[config.mk]
export PLATFORM = sky130hd
export DESIGN_NAME = ahci_read_command_builder
export DESIGN_NICKNAME = d
export VERILOG_FILES = /design/src/rtl/ahci_rcb_pkg.sv /design/src/rtl/ahci_read_command_builder.sv /design/src/rtl/ahci_rcb_decode.sv /design/src/rtl/ahci_rcb_seq.sv
export SDC_FILE = /design/constraint.sdc
export NUM_CORES = 1
export LEC_CHECK = 0
export ABC_AREA = 1
export BUFFER_PORTS_ARGS = -buffer_cell sky130_fd_sc_hd__buf_2
export CAP_MARGIN = 20
export CORE_ASPECT_RATIO = 2
export CORE_MARGIN = 4
export CORE_UTILIZATION = 54
export DETAILED_ROUTE_END_ITERATION = 8
export GPL_ROUTABILITY_DRIVEN = 0
export PLACE_DENSITY = 0.87
export SYNTH_ARGS = -nofsm -noshare
export SYNTH_HDL_FRONTEND = slang
export SYNTH_SLANG_ARGS = --single-unit
export TNS_END_PERCENT = 30
[constraint.sdc]
create_clock -name clk -period 11.7 [get_ports clk]
set_input_delay 1.17 -clock clk [delete_from_list [all_inputs] [get_ports clk]]
set_output_delay 1.17 -clock clk [all_outputs]
set_load 0.005 [all_outputs]
[src/rtl/ahci_rcb_pkg.sv]
// ----------------------------------------------------------------------------
// AHCI read command builder package
// Request and record types, record codes and fixed constants.
// ----------------------------------------------------------------------------
package ahci_rcb_pkg;

	localparam logic [31:0] TABLE_BASE_RESET = 32'h0010_C000;
	localparam int unsigned TABLE_SHIFT = 8;
	localparam int unsigned SECTOR_SHIFT = 9;

	typedef enum logic [1:0] {
		KIND_HEADER = 2'd0,
		KIND_FIS    = 2'd1,
		KIND_ENTRY  = 2'd2,
		KIND_ERROR  = 2'd3
	} kind_t;

	typedef enum logic [1:0] {
		ERR_NONE    = 2'd0,
		ERR_NO_SLOT = 2'd1,
		ERR_RANGE   = 2'd2
	} err_t;

	typedef struct packed {
		logic [47:0] start_lba;
		logic [15:0] sector_total;
		logic [63:0] buffer_address;
		logic [31:0] busy_slots;
	} req_t;

	typedef struct packed {
		kind_t       record_kind;
		logic [4:0]  slot;
		logic [3:0]  entry_count;
		logic [2:0]  entry_index;
		logic [63:0] address;
		logic [12:0] byte_count_m1;
		logic [47:0] lba_out;
		logic [15:0] count_out;
		err_t        error_code;
		logic        last;
	} rec_t;

	typedef struct packed {
		err_t       err;
		logic [4:0] slot;
	} dec_t;

endpackage

[src/rtl/ahci_read_command_builder.sv]
// ----------------------------------------------------------------------------
// AHCI read command builder
// Turns a READ DMA EXT request into a command header, a register FIS and
// the descriptor entries, or into one error record.
//
//   Channel   Handshake                Payload
//   request   req_valid / req_ready    req (req_t)
//   record    rec_valid / rec_ready    rec (rec_t)
//   config    cfg_write                cfg_data (table base)
//
// One record leaves per cycle while rec_ready is high; a request gives a
// header, a FIS and its entries, an error request one error record.
// The next request is taken in the cycle its predecessor's last record
// enters the output register. The output register holds a record while
// rec_ready is low. Reset loads the table base reset value and empties
// both stages.
// ----------------------------------------------------------------------------
module ahci_read_command_builder #(
	parameter int MAX_ENTRIES       = 8,
	parameter int SECTORS_PER_ENTRY = 16,
	parameter int SLOT_COUNT        = 32
) (
	input  logic                 clk,
	input  logic                 arst_n,
	input  logic                 req_valid,
	output logic                 req_ready,
	input  ahci_rcb_pkg::req_t   req,
	output logic                 rec_valid,
	input  logic                 rec_ready,
	output ahci_rcb_pkg::rec_t   rec,
	input  logic                 cfg_write,
	input  logic [31:0]          cfg_data
);
	import ahci_rcb_pkg::*;

	localparam int ENTRY_W = $clog2(MAX_ENTRIES + 1);

	logic [31:0]        table_base_q;
	dec_t               dec;
	logic [ENTRY_W-1:0] entries;
	logic               load;
	logic               advance;
	logic               busy;
	rec_t               cur;
	logic               rec_valid_q;
	rec_t               rec_q;

	always_ff @(posedge clk or negedge arst_n) begin
		if (!arst_n) begin
			table_base_q <= TABLE_BASE_RESET;
		end else if (cfg_write) begin
			table_base_q <= cfg_data;
		end
	end

	ahci_rcb_decode #(
		.MAX_ENTRIES       (MAX_ENTRIES),
		.SECTORS_PER_ENTRY (SECTORS_PER_ENTRY),
		.SLOT_COUNT        (SLOT_COUNT),
		.ENTRY_W           (ENTRY_W)
	) u_decode (
		.req     (req),
		.dec     (dec),
		.entries (entries)
	);

	ahci_rcb_seq #(
		.MAX_ENTRIES       (MAX_ENTRIES),
		.SECTORS_PER_ENTRY (SECTORS_PER_ENTRY),
		.ENTRY_W           (ENTRY_W)
	) u_seq (
		.clk        (clk),
		.arst_n     (arst_n),
		.load       (load),
		.req        (req),
		.dec        (dec),
		.entries    (entries),
		.table_base (table_base_q),
		.advance    (advance),
		.busy       (busy),
		.cur        (cur)
	);

	assign advance   = busy && (!rec_valid_q || rec_ready);
	assign req_ready = !busy || (advance && cur.last);
	assign load      = req_valid && req_ready;

	always_ff @(posedge clk or negedge arst_n) begin
		if (!arst_n) begin
			rec_valid_q <= 1'b0;
		end else if (advance) begin
			rec_valid_q <= 1'b1;
		end else if (rec_ready) begin
			rec_valid_q <= 1'b0;
		end
	end

	always_ff @(posedge clk) begin
		if (advance) begin
			rec_q <= cur;
		end
	end

	assign rec_valid = rec_valid_q;
	assign rec       = rec_q;

	a_load_busy: assert property (@(posedge clk) disable iff (!arst_n)
		load |=> busy)
		else $error("accepted request did not occupy the sequencer");

	a_run_continues: assert property (@(posedge clk) disable iff (!arst_n)
		(advance && !cur.last) |=> busy)
		else $error("record run ended before its last record");

	a_error_single: assert property (@(posedge clk) disable iff (!arst_n)
		(rec_valid && rec.record_kind == KIND_ERROR) |->
		(rec.last && rec.error_code != ERR_NONE))
		else $error("error record without last flag or code");

endmodule

[src/rtl/ahci_rcb_decode.sv]
// ----------------------------------------------------------------------------
// AHCI read command builder request decode
// Picks the lowest free slot, checks the sector count and works out the
// number of descriptor entries with a reciprocal multiply.
// ----------------------------------------------------------------------------
module ahci_rcb_decode #(
	parameter int MAX_ENTRIES       = 8,
	parameter int SECTORS_PER_ENTRY = 16,
	parameter int SLOT_COUNT        = 32,
	parameter int ENTRY_W           = $clog2(MAX_ENTRIES + 1)
) (
	input  ahci_rcb_pkg::req_t       req,
	output ahci_rcb_pkg::dec_t       dec,
	output logic [ENTRY_W-1:0]       entries
);
	import ahci_rcb_pkg::*;

	localparam int NUM_W = 17;
	localparam int SH = NUM_W + $clog2(SECTORS_PER_ENTRY);
	localparam int RECIP_W = NUM_W + 2;
	localparam longint unsigned RECIP =
		((64'd1 << SH) + 64'(SECTORS_PER_ENTRY) - 64'd1) / 64'(SECTORS_PER_ENTRY);
	localparam longint unsigned CAP =
		64'(MAX_ENTRIES) * 64'(SECTORS_PER_ENTRY);

	logic                     found;
	logic [4:0]               slot_c;
	logic [NUM_W-1:0]         num;
	logic [NUM_W+RECIP_W-1:0] prod;

	always_comb begin
		found  = 1'b0;
		slot_c = 5'd0;
		for (int i = SLOT_COUNT - 1; i >= 0; i--) begin
			if (!req.busy_slots[i]) begin
				found  = 1'b1;
				slot_c = 5'(i);
			end
		end
	end

	always_comb begin
		dec.slot = 5'd0;
		dec.err  = ERR_NONE;
		if (!found) begin
			dec.err = ERR_NO_SLOT;
		end else if (req.sector_total == 16'd0 || 64'(req.sector_total) > CAP) begin
			dec.err = ERR_RANGE;
		end else begin
			dec.slot = slot_c;
		end
	end

	assign num     = NUM_W'(req.sector_total) + NUM_W'(SECTORS_PER_ENTRY - 1);
	assign prod    = (NUM_W+RECIP_W)'(num) * (NUM_W+RECIP_W)'(RECIP);
	assign entries = ENTRY_W'(prod >> SH);

endmodule

[src/rtl/ahci_rcb_seq.sv]
// ----------------------------------------------------------------------------
// AHCI read command builder record sequencer
// Holds one decoded request and forms its header, FIS and descriptor
// records one at a time, or its single error record.
// ----------------------------------------------------------------------------
module ahci_rcb_seq #(
	parameter int MAX_ENTRIES       = 8,
	parameter int SECTORS_PER_ENTRY = 16,
	parameter int ENTRY_W           = $clog2(MAX_ENTRIES + 1)
) (
	input  logic                 clk,
	input  logic                 arst_n,
	input  logic                 load,
	input  ahci_rcb_pkg::req_t   req,
	input  ahci_rcb_pkg::dec_t   dec,
	input  logic [ENTRY_W-1:0]   entries,
	input  logic [31:0]          table_base,
	input  logic                 advance,
	output logic                 busy,
	output ahci_rcb_pkg::rec_t   cur
);
	import ahci_rcb_pkg::*;

	localparam int IDX_W = (MAX_ENTRIES > 1) ? $clog2(MAX_ENTRIES) : 1;
	localparam logic [63:0] ADDR_STEP = 64'(SECTORS_PER_ENTRY) << SECTOR_SHIFT;

	typedef enum logic [2:0] {
		PH_HEADER = 3'b001,
		PH_FIS    = 3'b010,
		PH_ENTRY  = 3'b100
	} phase_t;

	phase_t             phase_s1;
	logic               busy_s1;
	dec_t               dec_s1;
	logic [ENTRY_W-1:0] entries_s1;
	logic [IDX_W-1:0]   idx_s1;
	logic [47:0]        lba_s1;
	logic [15:0]        total_s1;
	logic [15:0]        remain_s1;
	logic [63:0]        addr_s1;
	logic               final_entry;
	logic [15:0]        n_sectors;

	always_ff @(posedge clk or negedge arst_n) begin
		if (!arst_n) begin
			busy_s1  <= 1'b0;
			phase_s1 <= PH_HEADER;
		end else if (load) begin
			busy_s1  <= 1'b1;
			phase_s1 <= PH_HEADER;
		end else if (advance) begin
			if (cur.last) begin
				busy_s1 <= 1'b0;
			end else begin
				case (phase_s1)
					PH_HEADER: phase_s1 <= PH_FIS;
					PH_FIS:    phase_s1 <= PH_ENTRY;
					PH_ENTRY:  phase_s1 <= PH_ENTRY;
					default:   phase_s1 <= PH_HEADER;
				endcase
			end
		end
	end

	always_ff @(posedge clk) begin
		if (load) begin
			dec_s1     <= dec;
			entries_s1 <= entries;
			idx_s1     <= '0;
			lba_s1     <= req.start_lba;
			total_s1   <= req.sector_total;
			remain_s1  <= req.sector_total;
			addr_s1    <= req.buffer_address;
		end else if (advance && phase_s1 == PH_ENTRY) begin
			idx_s1    <= idx_s1 + IDX_W'(1);
			remain_s1 <= remain_s1 - 16'(SECTORS_PER_ENTRY);
			addr_s1   <= addr_s1 + ADDR_STEP;
		end
	end

	assign final_entry = (ENTRY_W'(idx_s1) + ENTRY_W'(1)) == entries_s1;
	assign n_sectors   = final_entry ? remain_s1 : 16'(SECTORS_PER_ENTRY);

	always_comb begin
		cur = '0;
		if (dec_s1.err != ERR_NONE) begin
			cur.record_kind = KIND_ERROR;
			cur.error_code  = dec_s1.err;
			cur.last        = 1'b1;
		end else begin
			cur.slot = dec_s1.slot;
			case (phase_s1)
				PH_HEADER: begin
					cur.record_kind = KIND_HEADER;
					cur.entry_count = 4'(entries_s1);
					cur.address     = 64'(table_base) + (64'(dec_s1.slot) << TABLE_SHIFT);
				end
				PH_FIS: begin
					cur.record_kind = KIND_FIS;
					cur.lba_out     = lba_s1;
					cur.count_out   = total_s1;
				end
				PH_ENTRY: begin
					cur.record_kind   = KIND_ENTRY;
					cur.entry_index   = 3'(idx_s1);
					cur.address       = addr_s1;
					cur.byte_count_m1 = {n_sectors[3:0], 9'd0} - 13'd1;
					cur.last          = final_entry;
				end
				default: begin
					cur.record_kind = KIND_ERROR;
				end
			endcase
		end
	end

	assign busy = busy_s1;

endmodule

======== Word level (Yosys, flattened, before mapping) ========
Index checks and enable logic that the tools add are counted.
operators by class
  add/sub/neg operators ................... 7
  magnitude comparators ................... 1
  eq/ne operators ......................... 5
  muxes and demuxes ....................... 82
  bitwise logic cells ..................... 20
  reductions and logical operators ........ 26
operator list
  kind                                                                              count
  64-bit 2-to-1 mux                                                                 2
  64-bit case mux with 2 select lines                                               1
  5-bit 2-to-1 mux                                                                  16
  64-bit by 14-bit adder with 64-bit output, second input constant                  1
  1-bit 2-to-1 mux                                                                  40
  4-bit 2-to-1 mux                                                                  9
  32-bit by 13-bit adder with 33-bit output                                         1
  16-bit 2-to-1 mux                                                                 2
  3-bit 2-to-1 mux                                                                  7
  1-bit inverter                                                                    20
  18-bit OR reduction                                                               1
  16-bit by 8-bit greater-than comparator with 1-bit output, second input constant  1
  16-bit logical NOT                                                                1
  16-bit by 5-bit subtractor with 16-bit output, second input constant              1
  13-bit by 1-bit subtractor with 13-bit output, second input constant              1
  2-bit nonzero test                                                                5
  10-bit OR reduction                                                               1
  8-bit by 4-bit adder with 8-bit output, second input constant                     1
  2-bit OR reduction                                                                4
  2-bit 2-to-1 mux                                                                  3
  2-bit case mux with 3 select lines                                                1
  3-bit case mux with 2 select lines                                                1
  6-bit OR reduction                                                                1
  3-bit by 1-bit adder with 4-bit output, second input constant                     1
  other kinds (12)                                                                  19
word-level totals
  register bits after elaboration ......... 353

======== Depth between registers and ports, before layout ========
  depth after elaboration ................. 34
  depth in mapped cells ................... 31

======== By module ========
Synthesis repeated with hierarchy kept, for this count alone.
unflattened totals
  cells, all modules ...................... 1598
  area, all modules ....................... 15850.2 um^2
modules (own cells, without submodules)
  module                     instances  cells an instance  area each (um^2)  sequential area each (um^2)
  ahci_rcb_seq               1          1185               9141.3            4455.5
  ahci_read_command_builder  1          303                6223.5            5574.1
  ahci_rcb_decode            1          110                485.5             0.0

======== Worst setup path after synthesis ========
No wires, ideal clock.
  kind .................................... input to register
  from .................................... in rec_ready
  to ...................................... reg u_seq.addr_s1[13] (enable)
  library setup time ...................... 0.410 ns
  arrival time ............................ 9.976 ns
  data required time ...................... 11.290 ns
  path slack .............................. 1.314 ns
  cell stages on the path ................. 8
  cell sequence ........................... inv_1 nand2_1 inv_1 nor2_1 inv_1 nor2_1 inv_1 nand2_1
on the way
  longest elaborated chain between the ends .. 6
  elaborated cells between the ends (all ways) .. 7
  those cells by class .................... reduce/logical (7)
ends and longest elaborated chain
  what                                     line                             RTL
  start, declared                          ahci_read_command_builder.sv:29  input logic rec_ready,
  1-bit logical OR (*)                     ahci_read_command_builder.sv:84  assign advance = busy && (!rec_valid_q || rec_ready);
  1-bit logical AND (*)                    ahci_read_command_builder.sv:84
  named net advance                        ahci_read_command_builder.sv:42  logic advance;
  1-bit logical AND                        ahci_read_command_builder.sv:85  assign req_ready = !busy || (advance && cur.last);
  1-bit logical OR                         ahci_read_command_builder.sv:85
  1-bit logical AND                        ahci_read_command_builder.sv:86  assign load = req_valid && req_ready;
  2-bit nonzero test (no source line) (*)  --
  end signal, assigned                     ahci_rcb_seq.sv:74               addr_s1 <= req.buffer_address;
  end signal, assigned                     ahci_rcb_seq.sv:78               addr_s1 <= addr_s1 + ADDR_STEP;
  end, declared                            ahci_rcb_seq.sv:41               logic [63:0] addr_s1;
The timed path passes the listed nets; every way through them passes the cells marked *.
A chain may end at the register's enable or synchronous reset.

======== Final worst setup path ========
  from .................................... reg u_seq.idx_s1[0]
  to ...................................... reg u_seq.lba_s1[27] (enable)
on the way
  longest elaborated chain between the ends .. 7
ends and longest elaborated chain
  what                                    line                             RTL
  start, declared                         ahci_rcb_seq.sv:37               logic [IDX_W-1:0] idx_s1;
  start signal, assigned                  ahci_rcb_seq.sv:76               idx_s1 <= idx_s1 + IDX_W'(1);
  3-bit by 1-bit adder with 4-bit output  ahci_rcb_seq.sv:82               assign final_entry = (ENTRY_W'(idx_s1) + ENTRY_W'(1)) == entries_s1;
  4-bit == test                           ahci_rcb_seq.sv:82
  1-bit 2-to-1 mux                        ahci_rcb_seq.sv:93               case (phase_s1)
  1-bit 2-to-1 mux                        ahci_rcb_seq.sv:87               if (dec_s1.err != ERR_NONE) begin
  1-bit logical AND                       ahci_read_command_builder.sv:85
  1-bit logical OR                        ahci_read_command_builder.sv:85
  1-bit logical AND                       ahci_read_command_builder.sv:86
  end signal, assigned                    ahci_rcb_seq.sv:71               lba_s1 <= req.start_lba;
  end, declared                           ahci_rcb_seq.sv:38               logic [47:0] lba_s1;
Every way passes these cells.

==> qor.yml <==
logic_synthesis:
  synth_compound_area_frac: 0.0517
  yosysUniqueCellTypes: 47
  yosys_warnings: 0
  ys_seq_area_frac: 0.667
  yosys_register_bits: 333
  syn_area_per_cell_um2: 10.7
  synthCells: 1370
  synth_edf_count: 293
  async_flop_share: 0.111
  synth_xor_area_frac: 0.0239
  synth_top_family_by_area: "simple AND/OR/NAND/NOR gates"
  muxShareOfSynthArea: 0.00768
  synth_fa_ha_area_frac: 0.00819
  synth-simple-area-share: 0.171
  ys.flop_type: "edfxtp_1"
  synthesis.area_um2: 14700
  synth_fp_nets: 1576
clock_network:
  numCtsBuffers: 27
  h-tree-depth: 1
  cts_hold_buffers: 0
  cts_tree: "done"
  path_clk_slew_ns: 0.07
  clockBufferDepth: 3
  cts.sinks: 333
  cts_resized: 0
  cts_setup_buffers: 0
  cts_root_buf: "clkbuf_16"
  clk_latency_ns: 0.53
global_route:
  grt_pass1_wl_um: 59900
  grt_antenna_before_repair: 2
  grt_usage: 0.253
  grt_max_degree: 151
  grt_overflow: 0
  grt_pass1_vias: 11600
placement:
  postPlaceCellArea_um2: 16800
  portBuffers: 356
  dpl.hpwl_um: 28300
detailed_routing:
  drtAntennaViolNets: 0
  num_vias: 11200
  remaining_drc_errors: 0
  wl_um: 38700
  routedWlPerCell_um: 18.5
  drt-initial-drc-count: 868
  drt-pass1-iter-count: 7
  vias_per_cell: 5.39
finish:
  final_common_cell: "buf_2"
  final_cell_mix: "buf_2, edfxtp_1, nand2_1"
  area_growth_pct: 20.2
  layout-drive-gt1-share: 0.262
  final_area_um2: 17600
  fill_cells: 2016
  nets: 1922
worst_setup_path:
  worstPathArrival_ns: 4.25
  critPathLaunchType: "flip-flop"
  critPathRequiredTime_ns: 11.91
  path_max_fanout: 83
  crit_path_end_kind: "flip-flop"
  criticalPathCategory: "reg2reg"
  reg2regPathDepth: 12
power:
  leakagePower_nw: 7.77
  total_power_mw: 2.65
  peakVddDrop_v: 0.000123
  power-per-cell-area_nw_per_um2: 150
run_status:
  status: "completed"
floorplan:
  die_area_um2: 30000
  start_util: 0.545
  rows: 85
  core-area_um2: 26900
  pin_count: 357
  fp.dieH_um: 241
  die_w_um: 125
timing:
  finalCritPeriodShare: 0.345
  max_freq_mhz: 248
  fin_tns_setup_ns: 0
  worst_slew_margin_rel: 0.319
  period_minus_slack_ns: 4.04
  tightest_slew_ns: 1.02
  slew_violations: 0
  skew_ns: 0.0102
  finalHoldViolCount: 0
  finalSetupViolCount: 0
  rsz0062_at_grt: "false"
worst_hold_path:
  hold_class: "reg2reg"
  min_path_cells: 0
job:
  maxCapViolCount: 0
power by group:
part	internal, mW	total [mW]	switching (mW)	leakage [nW]
clock	0.468	0.873	0.405	0.404
combinational	0.106	0.301	0.195	4.04
sequential	1.42	1.47	0.0513	3.33
metal layers:
metal | vias to the layer above | GRT usage | routed length (um)
li1 | 5229 | - | -
met1 | 5219 | 0.271 | 12600
met2 | 644 | 0.479 | 21200
met3 | 145 | 0.0357 | 2780
met4 | 0 | 0.137 | 2120
met5 | - | 0 | 0
synth_stat cells (2+ instances only):
cell / instances / area share
nor2_4: 2 / 0.0015
edfxtp_1: 293 / 0.60
ha_1: 8 / 0.0068
xnor2_1: 4 / 0.0024
a31oi_1: 7 / 0.0030
a22o_1: 4 / 0.0024
inv_1: 213 / 0.055
nand3_2: 3 / 0.0020
dfrtp_1: 33 / 0.056
dfxtp_1: 3 / 0.0041
inv_2: 5 / 0.0013
buf_4: 8 / 0.0041
o21ai_0: 63 / 0.021
a32o_1: 2 / 0.0014
nor2_1: 208 / 0.053
nor3_2: 5 / 0.0034
mux2_2: 10 / 0.0077
nor3_1: 32 / 0.011
o32ai_1: 10 / 0.0060
nand4_2: 3 / 0.0026
or2_2: 3 / 0.0013
nand2_2: 2 / 0.00085
nor2_2: 5 / 0.0021
nand2_1: 261 / 0.067
dfstp_2: 4 / 0.0072
clkbuf_1: 31 / 0.0079
a21oi_1: 21 / 0.0072
o31ai_1: 8 / 0.0041
xor2_1: 36 / 0.021
nor4_2: 2 / 0.0017
nor4_1: 17 / 0.0073
nand4_1: 14 / 0.0060
nand3_1: 25 / 0.0085
buf_2: 7 / 0.0024
o22ai_1: 6 / 0.0026
per-stage QoR:
| stage | worst slack (ns) | utilization | hold slack (ns) | instances |
|---|---|---|---|---|
| CTS | 7.49 | 0.654 | 0.461 | 2082 |
| floorplan | 1.31 | - | 0.440 | 1370 |
| detailed placement | 7.57 | 0.623 | 0.444 | 2034 |
| global placement | 7.73 | 0.623 | 0.432 | 2034 |
| finish | 7.66 | 0.655 | 0.462 | 2086 |
| global route | 7.29 | 0.655 | 0.483 | 2085 |
critical path: stages (launching register included):
cell	delay, ns
dfxtp_1	0.41
ha_1	0.20
xor2_1	0.27
xor2_1	0.21
nand3_1	0.14
inv_1	0.13
a21oi_1	0.12
o21ai_0	0.38
nand2_2	0.07
buf_4	0.34
inv_6	0.53
buf_4	0.52
buf_16	0.30
registers in the layout, summed over array words and instances, names as in the netlist:
signal / count
u_seq.idx_s1: 3
u_seq.entries_s1: 4
u_seq.remain_s1: 4
u_seq.lba_s1: 48
u_seq.total_s1: 16
u_seq.dec_s1: 7
table_base_q: 32
u_seq.addr_s1: 64
u_seq.busy: 1
rec: 150
rec_valid: 1
u_seq.phase_s1: 3
path summary, 6_finish.rpt:
kind                       slack [ns]            start                to
hold / removal                   0.46  u_seq.dec_s1[5]            rec[1]
min in group asynchronous        0.82           arst_n  table_base_q[18]
setup reg to reg                 7.66  u_seq.idx_s1[0]  u_seq.lba_s1[27]
hold reg to reg                  0.46  u_seq.dec_s1[5]            rec[1]
setup / recovery                 7.66  u_seq.idx_s1[0]  u_seq.lba_s1[27]
max in group asynchronous       10.25           arst_n   table_base_q[1]
cell type report:
cell class | instances | area [um^2] | area share
Antenna cell | 3 | 7.51 | 0.000426
Clock buffer | 30 | 687 | 0.0390
Clock inverter | 18 | 145 | 0.00824
Inverter | 218 | 823 | 0.0467
Multi-Input combinational cell | 772 | 3860 | 0.219
Sequential cell | 333 | 9790 | 0.555
Tap cell | 348 | 435 | 0.0247
Timing Repair Buffer | 364 | 1870 | 0.106
cell families after synthesis:
group	after synthesis
simple gates	585
mux	10
compound gates	128
fa+ha+maj	9
buf+inv	265
xor+xnor	40
flops	333
Power figures use the tool's default switching activity.
